**config.mk**
```make
export PLATFORM = sky130hd
export DESIGN_NAME = windowed_average_trend_detector
export DESIGN_NICKNAME = d
export VERILOG_FILES = /design/src/sv/wtd_pkg.sv /design/src/sv/windowed_average_trend_detector.sv /design/src/sv/wtd_div.sv
export SDC_FILE = /design/constraint.sdc
export NUM_CORES = 1
export LEC_CHECK = 0
export ABC_CLOCK_PERIOD_IN_PS = 10100
export BUFFER_PORTS_ARGS = -buffer_cell sky130_fd_sc_hd__clkbuf_2
export CORE_MARGIN = 2
export CORE_UTILIZATION = 56
export DETAILED_ROUTE_END_ITERATION = 7
export GPL_ROUTABILITY_DRIVEN = 0
export PLACE_DENSITY_LB_ADDON = 0.05
export SETUP_SLACK_MARGIN = 0.5
export SLEW_MARGIN = 25
export SYNTH_ARGS = -nofsm -noshare
export SYNTH_HDL_FRONTEND = slang
export SYNTH_SLANG_ARGS = --single-unit
export TNS_END_PERCENT = 10
```
**constraint.sdc**
```tcl
create_clock -name clk -period 10.1 [get_ports clk]
set_input_delay 0.505 -clock clk [delete_from_list [all_inputs] [get_ports clk]]
set_output_delay 0.505 -clock clk [all_outputs]
set_load 0.01 [all_outputs]
```
**src/sv/wtd_pkg.sv**
```systemverilog
package wtd_pkg;

  localparam int SAMPLE_W  = 16;
  localparam int AVG_W     = 24;
  localparam int TREND_W   = 2;
  localparam int HELD_W    = 6;
  localparam int FRAC_BITS = 8;

  localparam logic signed [TREND_W-1:0] TREND_UP   = 2'sb01;
  localparam logic signed [TREND_W-1:0] TREND_FLAT = 2'sb00;
  localparam logic signed [TREND_W-1:0] TREND_DOWN = 2'sb11;

  // main sequencer
  typedef enum logic [1:0] {
    S_IDLE,
    S_WALK,
    S_CALC,
    S_LOAD
  } state_t;

  // multiplier schedule during S_CALC
  typedef enum logic [1:0] {
    M_RP,
    M_PK,
    M_KP,
    M_CMP
  } mul_step_t;

endpackage

```
**src/sv/windowed_average_trend_detector.sv**
```systemverilog
// Windowed average and trend detector. Each input transaction carries one
// signed 16-bit sample, which is written into a ring of WINDOW entries; the
// fill count n saturates at WINDOW. Each input gives exactly one output
// transaction: the mean of the n stored samples in signed Q.8 (truncated
// toward zero), a trend flag (+1 / -1 / 0) comparing the mean of the newest
// n/2 samples against the mean of the older ones with an exact threshold of
// one half, and the fill count (low 6 bits). The block takes one sample at a
// time: after acceptance it walks the n newest ring entries through the
// single read port, then runs a restoring divider of 25 + log2(WINDOW) steps
// alongside the shared multiplier, loads the output register and returns to
// idle, ready for the next sample. The output register lets the next sample
// be accepted while a result is still waiting on out_ready; a second result
// waits in the load step until the first has gone. The ring needs no clear
// after reset: only entries already written are ever visited.
module windowed_average_trend_detector #(
  parameter int WINDOW = 32
) (
  input  logic                                 clk,
  input  logic                                 rst,
  input  logic                                 in_valid,
  output logic                                 in_ready,
  input  logic signed [wtd_pkg::SAMPLE_W-1:0]  sample,
  output logic                                 out_valid,
  input  logic                                 out_ready,
  output logic signed [wtd_pkg::AVG_W-1:0]     average_q8,
  output logic signed [wtd_pkg::TREND_W-1:0]   trend,
  output logic        [wtd_pkg::HELD_W-1:0]    samples_held
);

  localparam int AW  = $clog2(WINDOW);          // ring address
  localparam int CW  = $clog2(WINDOW + 1);      // fill count, 0..WINDOW
  localparam int SW  = wtd_pkg::SAMPLE_W + 1 + AW; // signed window sum
  localparam int PW  = SW + CW + 1;             // multiplier product
  localparam int DFW = PW + 2;                  // doubled difference
  localparam int DW  = SW + wtd_pkg::FRAC_BITS; // dividend width

  wtd_pkg::state_t    state, state_next;
  wtd_pkg::mul_step_t mstep;

  // sample ring, single write / single registered read
  logic signed [wtd_pkg::SAMPLE_W-1:0] ring [WINDOW];
  logic signed [wtd_pkg::SAMPLE_W-1:0] rdata;

  logic [AW-1:0] wpos;
  logic [CW-1:0] fill;
  logic [CW-1:0] fill_next;
  logic [AW-1:0] rptr;
  logic [CW-1:0] icnt;
  logic          rd_vld;
  logic          rd_tag;

  logic signed [SW-1:0] total, recent, prior;

  logic [CW-1:0] k_cnt, p_cnt;

  // shared multiplier
  logic signed [SW-1:0]  mul_a;
  logic signed [CW:0]    mul_b;
  logic signed [PW-1:0]  mul_q;
  logic signed [PW-1:0]  prod_rp;
  logic signed [DFW-1:0] diff2;
  logic signed [DFW-1:0] kp_ext;
  logic signed [wtd_pkg::TREND_W-1:0] trend_r;

  // divider
  logic          div_start;
  logic          div_busy;
  logic          total_neg;
  logic [SW-1:0] tot_mag;
  logic [DW-1:0] dividend;
  logic [DW-1:0] quotient;
  logic [DW-1:0] avg_full;

  logic accept;
  logic issue_en;
  logic walk_done;
  logic load_out;

  assign accept    = in_valid && in_ready;
  assign fill_next = (fill == CW'(WINDOW)) ? fill : fill + 1'b1;
  assign issue_en  = (state == wtd_pkg::S_WALK) && (icnt != fill);
  assign walk_done = (icnt == fill) && !rd_vld;
  assign k_cnt     = fill >> 1;
  assign p_cnt     = fill - k_cnt;

  // ---- sequencer: next state ----
  always_comb begin
    state_next = state;
    unique case (state)
      wtd_pkg::S_IDLE: if (in_valid) state_next = wtd_pkg::S_WALK;
      wtd_pkg::S_WALK: if (walk_done) state_next = wtd_pkg::S_CALC;
      wtd_pkg::S_CALC: begin
        if (mstep == wtd_pkg::M_CMP && !div_busy) state_next = wtd_pkg::S_LOAD;
      end
      wtd_pkg::S_LOAD: if (!out_valid || out_ready) state_next = wtd_pkg::S_IDLE;
      default: state_next = wtd_pkg::S_IDLE;
    endcase
  end

  // ---- sequencer: outputs ----
  always_comb begin
    in_ready  = 1'b0;
    div_start = 1'b0;
    load_out  = 1'b0;
    unique case (state)
      wtd_pkg::S_IDLE: in_ready  = !rst;
      wtd_pkg::S_WALK: div_start = walk_done;
      wtd_pkg::S_CALC: ;
      wtd_pkg::S_LOAD: load_out  = !out_valid || out_ready;
      default: ;
    endcase
  end

  always_ff @(posedge clk) begin
    if (rst) begin
      state <= wtd_pkg::S_IDLE;
    end else begin
      state <= state_next;
    end
  end

  // ---- ring write and pointers ----
  always_ff @(posedge clk) begin
    if (accept) begin
      ring[wpos] <= sample;
    end
    if (issue_en) begin
      rdata <= ring[rptr];
    end
  end

  always_ff @(posedge clk) begin
    if (rst) begin
      wpos   <= '0;
      fill   <= '0;
      rptr   <= '0;
      icnt   <= '0;
      rd_vld <= 1'b0;
      rd_tag <= 1'b0;
    end else begin
      rd_vld <= issue_en;
      if (accept) begin
        wpos <= (wpos == AW'(WINDOW - 1)) ? '0 : wpos + 1'b1;
        fill <= fill_next;
        rptr <= wpos;                       // newest slot first
        icnt <= '0;
      end else if (issue_en) begin
        rptr   <= (rptr == '0) ? AW'(WINDOW - 1) : rptr - 1'b1;
        icnt   <= icnt + 1'b1;
        rd_tag <= (icnt < k_cnt);           // newest n/2 are "recent"
      end
    end
  end

  // ---- accumulation over the walk ----
  always_ff @(posedge clk) begin
    if (accept) begin
      total  <= '0;
      recent <= '0;
      prior  <= '0;
    end else if (rd_vld) begin
      total <= total + SW'(rdata);
      if (rd_tag) begin
        recent <= recent + SW'(rdata);
      end else begin
        prior <= prior + SW'(rdata);
      end
    end
  end

  // ---- multiplier schedule: Sr*p, Sp*k, k*p, then compare ----
  always_comb begin
    unique case (mstep)
      wtd_pkg::M_RP: begin
        mul_a = recent;
        mul_b = $signed({1'b0, p_cnt});
      end
      wtd_pkg::M_PK: begin
        mul_a = prior;
        mul_b = $signed({1'b0, k_cnt});
      end
      default: begin
        mul_a = $signed(SW'(k_cnt));
        mul_b = $signed({1'b0, p_cnt});
      end
    endcase
  end

  assign kp_ext = DFW'(mul_q);

  always_ff @(posedge clk) begin
    if (rst) begin
      mstep <= wtd_pkg::M_RP;
    end else if (div_start) begin
      mstep <= wtd_pkg::M_RP;
    end else if (state == wtd_pkg::S_CALC) begin
      unique case (mstep)
        wtd_pkg::M_RP:  mstep <= wtd_pkg::M_PK;
        wtd_pkg::M_PK:  mstep <= wtd_pkg::M_KP;
        wtd_pkg::M_KP:  mstep <= wtd_pkg::M_CMP;
        wtd_pkg::M_CMP: mstep <= wtd_pkg::M_CMP;
        default:        mstep <= wtd_pkg::M_RP;
      endcase
    end
  end

  always_ff @(posedge clk) begin
    if (state == wtd_pkg::S_CALC) begin
      unique case (mstep)
        wtd_pkg::M_RP: mul_q <= PW'(mul_a) * PW'(mul_b);
        wtd_pkg::M_PK: begin
          prod_rp <= mul_q;
          mul_q   <= PW'(mul_a) * PW'(mul_b);
        end
        wtd_pkg::M_KP: begin
          diff2 <= (DFW'(prod_rp) - DFW'(mul_q)) <<< 1;
          mul_q <= PW'(mul_a) * PW'(mul_b);
        end
        wtd_pkg::M_CMP: begin
          // exact threshold: 2*(Sr*p - Sp*k) against +-k*p
          if (fill < CW'(2)) begin
            trend_r <= wtd_pkg::TREND_FLAT;
          end else if (diff2 > kp_ext) begin
            trend_r <= wtd_pkg::TREND_UP;
          end else if (diff2 < -kp_ext) begin
            trend_r <= wtd_pkg::TREND_DOWN;
          end else begin
            trend_r <= wtd_pkg::TREND_FLAT;
          end
        end
        default: ;
      endcase
    end
  end

  // ---- mean: |total| * 256 / n, sign restored afterwards ----
  assign total_neg = total[SW-1];
  assign tot_mag   = total_neg ? SW'(-total) : SW'(total);
  assign dividend  = {tot_mag, {wtd_pkg::FRAC_BITS{1'b0}}};
  assign avg_full  = total_neg ? (~quotient + 1'b1) : quotient;

  wtd_div #(
    .NW   (DW),
    .DWID (CW)
  ) u_div (
    .clk      (clk),
    .rst      (rst),
    .start    (div_start),
    .dividend (dividend),
    .divisor  (fill),
    .busy     (div_busy),
    .quotient (quotient)
  );

  // ---- output register ----
  always_ff @(posedge clk) begin
    if (rst) begin
      out_valid <= 1'b0;
    end else if (load_out) begin
      out_valid <= 1'b1;
    end else if (out_ready) begin
      out_valid <= 1'b0;
    end
  end

  always_ff @(posedge clk) begin
    if (load_out) begin
      average_q8   <= $signed(avg_full[wtd_pkg::AVG_W-1:0]);
      trend        <= trend_r;
      samples_held <= wtd_pkg::HELD_W'(fill);
    end
  end

`ifndef SYNTHESIS
  a_fill_bound: assert property (@(posedge clk) disable iff (rst)
    fill <= CW'(WINDOW))
    else $error("fill count beyond window");

  a_accept_walk: assert property (@(posedge clk) disable iff (rst)
    accept |=> (state == wtd_pkg::S_WALK) && (icnt == '0))
    else $error("accepted transaction did not start a walk");

  a_div_in_calc: assert property (@(posedge clk) disable iff (rst)
    div_busy |-> (state == wtd_pkg::S_CALC))
    else $error("divider running outside calc phase");

  a_load_done: assert property (@(posedge clk) disable iff (rst)
    load_out |-> (!div_busy && mstep == wtd_pkg::M_CMP))
    else $error("result loaded before arithmetic finished");

  a_rptr_range: assert property (@(posedge clk) disable iff (rst)
    issue_en |-> (rptr <= AW'(WINDOW - 1)))
    else $error("ring read beyond window");
`endif

endmodule

```
**src/sv/wtd_div.sv**
```systemverilog
module wtd_div #(
  parameter int NW   = 30,
  parameter int DWID = 6
) (
  input  logic            clk,
  input  logic            rst,
  input  logic            start,
  input  logic [NW-1:0]   dividend,
  input  logic [DWID-1:0] divisor,
  output logic            busy,
  output logic [NW-1:0]   quotient
);

  localparam int CNTW = $clog2(NW + 1);

  logic [CNTW-1:0] cnt;
  logic [NW-1:0]   quo;
  logic [DWID-1:0] rem;
  logic [DWID-1:0] dsr;
  logic [DWID:0]   shifted;
  logic [DWID:0]   trial;

  // restoring step: one quotient bit per cycle, MSB first
  assign shifted = {rem, quo[NW-1]};
  assign trial   = shifted - {1'b0, dsr};

  always_ff @(posedge clk) begin
    if (rst) begin
      busy <= 1'b0;
      cnt  <= '0;
    end else if (start) begin
      busy <= 1'b1;
      cnt  <= CNTW'(NW);
    end else if (busy) begin
      cnt  <= cnt - 1'b1;
      busy <= (cnt != CNTW'(1));
    end
  end

  always_ff @(posedge clk) begin
    if (start) begin
      quo <= dividend;
      rem <= '0;
      dsr <= divisor;
    end else if (busy) begin
      if (!trial[DWID]) begin
        rem <= trial[DWID-1:0];
        quo <= {quo[NW-2:0], 1'b1};
      end else begin
        rem <= shifted[DWID-1:0];
        quo <= {quo[NW-2:0], 1'b0};
      end
    end
  end

  assign quotient = quo;

endmodule
```
==> impl_metrics.ini, run 1 <==
[flow_run]
max-cap-violations = 0

[routing]
first_iter_violations = 2046
route.detailed.drc = 0
top_layer_used = met5
antenna_left = 0
routed_wl_um = 94200
routedWlPerCell_um = 21.6
wirelength_met1_um = 39100
met3WireLength_um = 4880
first_pass_iters = 5
via_per_inst = 6.00
dr_wl_met2_um = 47400
vias = 26200

[sta]
drv_slew = 0
max_freq_ghz = 0.145
fin_tns_setup_ns = 0
worst_slew_pin_slew_ns = 1.03
post-route-period-util_pct = 68.3
period_needed_ns = 6.90
finClkSkew_ns = 0.0627
finalSetupViolCount = 0
rsz0062_at_grt = false
hold_viol = 0
fin_ws_ns = 3.20
slew_headroom_pct = 31.0

[setup_path]
critPathCaptureType = flop
worst-path-stages = 25
worst_ep_arrival_time_ns = 7.28
cp_num_buf_inv = 3
crit_type = reg2reg
r2r_cells = 25
worstPathMaxFanout = 21
crit_family = adder cells
cp_data_required_time_ns = 10.48
cp-start-kind = flop
slowest_stage = fa_1
max_stage_delay_ns = 0.56

[cells_and_area]
layout_commonest_cell = edfxtp_1
diodes = 0
area_growth_syn_to_layout_pct = 9.86
nFillCells = 5730
fin_util_pct = 62.4
multi_input_area_um2 = 18500
regArea_um2 = 22700
final_area_um2 = 46600
drive_gt1_share_pct = 14.6
final_nets = 3693
layout_common_cells = edfxtp_1, nor2_1, ha_1

[clock_tree]
cts_tree = built
cts_resized = 0
cts_hold_buf = 0
clock_tree.htree_level_count = 3
clockBufferDepth = 3
cts_made_buffers = 84
post_cts_buffers = 0
root_buffer = clkbuf_16
cts.sinks = 793
clk_latency_ns = 0.67
clk_pin_slew_ns = 0.06

[grt]
grt_pass1_vias = 26700
grt_use_total_pct = 24.7
grt_max_degree = 71
grt_antenna_before_repair = 4
grt_overflow = 0
grt_pass1_wl_um = 149000

[placed_design]
hpwl_um = 61900
port_buffers = 53
pre_cts_ws_ns = 3.26
placed_cell_area_um2 = 43800

[floorplan]
dieArea_um2 = 78000
die_w_um = 279
fp-row-count = 100
pin_count = 54
initial_core_util_pct = 56.8
die_height_um = 279
core_um2 = 74700

[logic_synthesis]
syn_nets = 3634
yosys_most_used_dff = edfxtp_1
syn_area_per_cell_um2 = 13.0
synth_seq_area_share_pct = 53.4
ys.warnings.count = 0
synth_cell_types = 77
synth-seq-cells = 793
synthArstFlopShare_pct = 0
synth_area_um2 = 42400
syn_inst = 3266
synth_edf_count = 678

[pwr]
power.density_nw_per_um2 = 215
ir_drop_mv = 0.206
p_leak_nw = 17.0

[outcome]
status = completed

[hold_path]
min_path_type = in2reg
hold_depth = 4
report_power, final:
part           internal, mW  switching [mW]  total [mW]  leakage (nW)
Combinational          1.18            1.55        2.73          8.55
Clock                  1.75            1.33        3.08          1.35
Sequential             3.90           0.327        4.23          7.08
cell families after synthesis:
kind of cell    after synthesis  synth area share (%)
simple gates                823                  9.29
flops                       793                  53.4
compound gates              524                  7.89
buf+inv                     352                  3.14
fa+ha+maj                   348                  12.0
mux                         232                  10.3
xor+xnor                    194                  4.02
final cells by class:
type	instances	area share, %
well taps	969	2.60
inverters	225	1.81
clock inverters	47	1.05
flip-flops and latches	793	48.7
clock buffers	111	4.93
repair buffers	100	1.33
multi-input cells	2121	39.6
registers in the layout, indices dropped and copies added (netlist names), 2 cells and up:
register	cells
trend_r	2
average_q8	24
rdata	16
wpos	5
recent	22
mstep	2
trend	2
rptr	5
prior	22
ring	512
u_div.rem	6
mul_q	29
diff2	30
u_div.dsr	6
fill	6
icnt	6
prod_rp	29
u_div.quotient	30
samples_held	6
u_div.cnt	5
total	22
state	2
cells in the mapped netlist (all sizes together), types with 54 or more instances:
master,n,area share [%]
dfxtp,115,5.4
nand2,209,1.9
inv,225,2.0
a21oi,165,1.9
xor2,54,1.1
xnor2,140,2.9
fa,97,4.6
nand3,71,0.85
mux4,160,8.5
nor2,271,2.4
edfxtp,678,48
ha,251,7.4
clkbuf,89,0.79
o21ai,122,1.4
stage by stage:
step | cells | hold slack (ns) | power (mW)
2_1_floorplan | 3266 | 0.400 | 6.29
3_3_place_gp | 4208 | 0.405 | 6.91
3_5_place_dp | 4208 | 0.412 | 7.01
4_1_cts | 4366 | 0.161 | 10.1
5_1_grt | 4366 | 0.242 | 10.6
6_report | 4366 | 0.200 | 10.0
worst paths after layout:
| check | endpoint | slack [ns] | start |
|---|---|---|---|
| worst max-delay path | mul_q[25] | 3.20 | fill[2] |
| worst min-delay path | out_valid | 0.20 | out_ready |
| worst max register to register | mul_q[25] | 3.20 | fill[2] |
| worst min register to register | trend[1] | 0.43 | trend_r[1] |
layer usage:
layer	vias to the layer above	track usage [%]
met4	8	7.71
met3	188	3.62
met1	13100	32.0
met5	-	0
met2	729	43.1
li1	12200	-
worst min-delay path, delay by kind of cell:
kind                   cells  cell delay [ns]
and+or+nand+nor            3             0.22
buffers and inverters      1             0.08
Power figures use the tool's default switching activity.
==> inputs of run 2 (changes only) <==
- ABC_CLOCK_PERIOD_IN_PS: 10100 -> 5800
- clock period: 10.1 -> 5.8 ns (I/O delays scaled with it)
==> impl_metrics.ini, run 2 (synthesis gave the netlist of run 1 again) <==
[outcome]
status = finished with violations
violations = setup timing

[routing]
routedWlPerCell_um = 21.8
vias = 26600
first_pass_iters = 8
route.detailed.drc = 0
via_per_inst = 5.96
first_iter_violations = 2212
routed_wl_um = 97400
antenna_left = 0

[sta]
rsz0062_at_grt = true
fin_ws_ns = -0.0868
max_freq_ghz = 0.170
slew_headroom_pct = 33.8
whs_ns = 0.0727
period_needed_ns = 5.89
finalSetupViolCount = 5
post-route-period-util_pct = 101
worst_slew_pin_slew_ns = 0.993
drv_slew = 0
finClkSkew_ns = 0.0413
hold_viol = 0

[hold_path]
hp-start = in_valid
min_to = state[0]
min_path_type = in2reg
hold_depth = 3

[placed_design]
port_buffers = 53
hpwl_um = 62700
placed_cells = 4284

[setup_path]
crit_type = reg2reg
worst_ep_arrival_time_ns = 6.26
r2r_start = fill[2]
crit_top_cell = fa_1
r2r_slack_ns = -0.09
cp-start-kind = flop
crit_family = adder cells
max_stage_delay_ns = 0.56
reg2reg_to = mul_q[25]
critPathCaptureType = flop
r2r_cells = 21
cp_num_buf_inv = 5
cp_cell_sequence = inv_6, ha_4, nor2b_4, o21a_1, or3_4, a31oi_4, buf_12, buf_6, nor2_1, fa_1, inv_1, fa_1, fa_1, inv_1, fa_1, ha_4, nand4_1, a2111oi_4, a211o_1, mux2i_1, o2111ai_1
worstPathMaxFanout = 10
slowest_stage = fa_1
cp_data_required_time_ns = 6.17

[cells_and_area]
area_growth_syn_to_layout_pct = 13.9
layout_commonest_cell = edfxtp_1
regMostFlops = ring
final_nets = 3789
layout_common_cells = edfxtp_1, nor2_1, ha_1
drive_gt1_share_pct = 20.5
largest_register_ffs = 512
stdcell_count = 4461

[floorplan]
pin_count = 54
fp-row-count = 100
initial_core_util_pct = 56.8
die_w_um = 279
die_height_um = 279
core_um2 = 74700
dieArea_um2 = 78000

[grt]
grt_antenna_before_repair = 4
grt_overflow = 0
grt_max_degree = 132
grt_pass1_vias = 27400
grt_use_total_pct = 25.3
grt_pass1_wl_um = 153000

[clock_tree]
clk_pin_slew_ns = 0.06
cts_tree = built
clockBufferDepth = 3
cts.sinks = 793
root_buffer = clkbuf_16
clock_tree.htree_level_count = 3
cts_made_buffers = 85
clk_latency_ns = 0.67

[pwr]
p_leak_nw = 17.5
power.density_nw_per_um2 = 368
power_mw = 17.8
ir_drop_mv = 0.344

[flow_run]
max-cap-violations = 0
==> run 2: cell types whose count changed in the layout (fill, tap and decap cells not counted), moves of 7 or more <==
cell      change
buf_6         +7
buf_4        +79
clkinv_1      -7
nor2_2       +13
inv_1        -14
o21ai_0       -9
a21oi_1      -13
ha_4         +22
ha_1         -24
inv_2        +13
nor2_1       -19
a21oi_2      +13
==> run 2: how the worst max path moves through the flow <==
stage,from,depth (start not counted),endpoint
after floorplan,fill[2],24,mul_q[25]
after global placement,fill[0],25,mul_q[25]
after detailed placement,fill[0],25,mul_q[26]
after CTS,fill[2],27,mul_q[25]
after global routing,fill[2],29,mul_q[25]
final,fill[2],21,mul_q[25]
==> run 2: timing repair <==
action | CTS | global route
endpoints found under the hold margin | 1 | 0
cloned | 2 | 1
pin swaps | 60 | 81
setup buffers | 11 | 3
hold buffers | 1 | 0
resized for setup | 62 | 77
endpoints found under the setup margin | 19 | 22
==> run 2: metrics by stage <==
stage	setup slack [ns]	setup TNS (ns)	area (um^2)	utilization, %
CTS	-0.0386	-0.0854	47900	64.2
global route	-0.254	-1.51	48300	64.7
global placement	-0.0722	-0.131	44600	59.7
detailed placement	-0.189	-0.732	44600	59.7
floorplan	0.0528	0	42600	-
finish	-0.0868	-0.220	48300	64.7
==> run 2: cell type report <==
class / instances / area, um^2
fill: 5521 / 26400
timing repair buffer: 194 / 1460
tap: 969 / 1210
sequential: 793 / 22700
antenna: 2 / 5.00
inverter: 225 / 850
multi-input combinational: 2122 / 19200
clock buffer: 115 / 2400
clock inverter: 41 / 472
==> run 2: layer usage <==
layer  share of wire, %  up-vias  track usage (%)
li1                   -    12400                -
met1                 42    13400             33.0
met2                 50      671             43.6
met3                5.0      172             3.65
met4                3.2        6             8.70
met5              0.037        -                0
==> run 2: worst register-to-register path: cells and delay by family (launching register included) <==
family / cells / cell delay (ns)
AO/OA/AOI/OAI: 5 / 1.16
adder cells (fa/ha/maj): 6 / 2.61
buffers and inverters: 5 / 0.49
flip-flops: 1 / 0.36
multiplexers: 1 / 0.20
AND/OR/NAND/NOR: 4 / 0.77
==> run 2: where the power goes <==
group | switching [mW] | internal, mW
clock network | 2.31 | 3.16
logic | 2.79 | 2.17
registers | 0.531 | 6.80
==> inputs of run 3 (changes only) <==
- CORE_UTILIZATION: 56 -> 35
==> impl_metrics.ini, run 3 (synthesis gave the netlist of run 1 again) <==
[outcome]
status = finished with violations
violations = setup timing

[pwr]
power.density_nw_per_um2 = 368
p_leak_nw = 17.8
ir_drop_mv = 0.250

[cells_and_area]
largest_register_ffs = 512
fin_util_pct = 41.2
layout_commonest_cell = edfxtp_1
drive_gt1_share_pct = 21.3
diodes = 0
stdcell_count = 5147
layout_common_cells = edfxtp_1, ha_1, nor2_1
regMostFlops = ring
nFillCells = 11300
final_nets = 3828
regArea_um2 = 22700
area_growth_syn_to_layout_pct = 16.6
multi_input_area_um2 = 19200

[grt]
grt_pass1_wl_um = 167000
grt_use_total_pct = 17.5
grt_pass1_vias = 28000
grt_max_degree = 64
grt_overflow = 0
grt_antenna_before_repair = 9

[routing]
route.detailed.drc = 0
antenna_left = 0
first_pass_iters = 6
routedWlPerCell_um = 21.0
via_per_inst = 5.17
vias = 26600
routed_wl_um = 108000
first_iter_violations = 1801

[placed_design]
placed_cells = 4956
port_buffers = 53
hpwl_um = 71300

[setup_path]
crit_top_cell = fa_1
slowest_stage = fa_1
cp_data_required_time_ns = 6.20
r2r_cells = 26
worst_ep_arrival_time_ns = 6.28
worstPathMaxFanout = 9
critPathCaptureType = flop
cp-start-kind = flop
max_stage_delay_ns = 0.56
crit_type = reg2reg

[sta]
finalSetupViolCount = 3
whs_ns = 0.254
fin_ws_ns = -0.0731
worst_slew_pin_slew_ns = 0.937
hold_viol = 0
period_needed_ns = 5.87
rsz0062_at_grt = true
post-route-period-util_pct = 101
max_freq_ghz = 0.170
slew_headroom_pct = 37.3
drv_slew = 0
finClkSkew_ns = 0.0529

[floorplan]
pin_count = 54
fp-row-count = 127
die_w_um = 352
dieArea_um2 = 124000
core_um2 = 120000
die_height_um = 352
initial_core_util_pct = 35.3

[clock_tree]
root_buffer = clkbuf_16
cts_tree = built
clockBufferDepth = 3
cts_made_buffers = 92
clk_latency_ns = 0.71
clk_pin_slew_ns = 0.06
cts.sinks = 793
clock_tree.htree_level_count = 3

[hold_path]
hold_depth = 1
min_path_type = in2reg

[flow_run]
max-cap-violations = 0
==> run 3: report_power, final <==
group	internal (mW)	switching [mW]	leakage (nW)	total [mW]
clock	3.37	2.44	1.48	5.81
combinational	2.19	2.80	9.22	4.99
sequential	6.80	0.586	7.08	7.38
total	12.4	5.82	17.8	18.2
==> run 3: worst paths after layout <==
| kind | startpoint | endpoint | slack (ns) |
|---|---|---|---|
| worst max-delay path | fill[2] | mul_q[28] | -0.07 |
| worst min-delay path | sample[5] | ring[7][5] | 0.25 |
| worst max register to register | fill[2] | mul_q[28] | -0.07 |
| worst min register to register | trend_r[0] | trend[0] | 0.43 |
==> run 3: final cells by class <==
type	instances	share of cell area [%]
well taps	1612	4.08
clock inverters	50	1.16
repair buffers	226	3.45
flip-flops and latches	793	45.9
clock buffers	119	4.96
inverters	225	1.72
multi-input cells	2122	38.8
==> run 3: metrics by stage <==
step	total power [mW]	TNS [ns]	area (um^2)	worst slack, ns
global route	19.3	-2.65	49500	-0.327
CTS	18.5	-0.199	49100	-0.0778
detailed placement	12.5	-1.86	45700	-0.336
floorplan	11.0	0	42600	0.0528
global placement	12.4	-0.635	45700	-0.199
finish	18.2	-0.184	49500	-0.0731
==> run 3: what timing repair did <==
item	in CTS	in global routing
pin swaps	59	53
cloned	1	2
hold buffers	2	0
endpoints found under the setup margin	19	22
endpoints found under the hold margin	2	0
resized for setup	64	68
buffers inserted	11	5
==> run 3: routing by layer <==
metal | GRT usage [%] | wire length (um) | vias to the layer above
met5 | 0 | 68 | -
met4 | 4.04 | 2240 | 14
met3 | 3.24 | 4310 | 155
met2 | 30.8 | 54400 | 439
met1 | 22.3 | 47300 | 13500
li1 | - | - | 12500
==> run 3: critical path: cells and delay by family (launching register included) <==
kind / cells / cell delay [ns]
buffers and inverters: 8 / 0.97
DFF: 1 / 0.35
AOI/OAI and AO/OA: 5 / 0.85
adders and majority gates: 6 / 2.53
and+or+nand+nor: 6 / 0.78
xor gates and xnor gates: 1 / 0.11
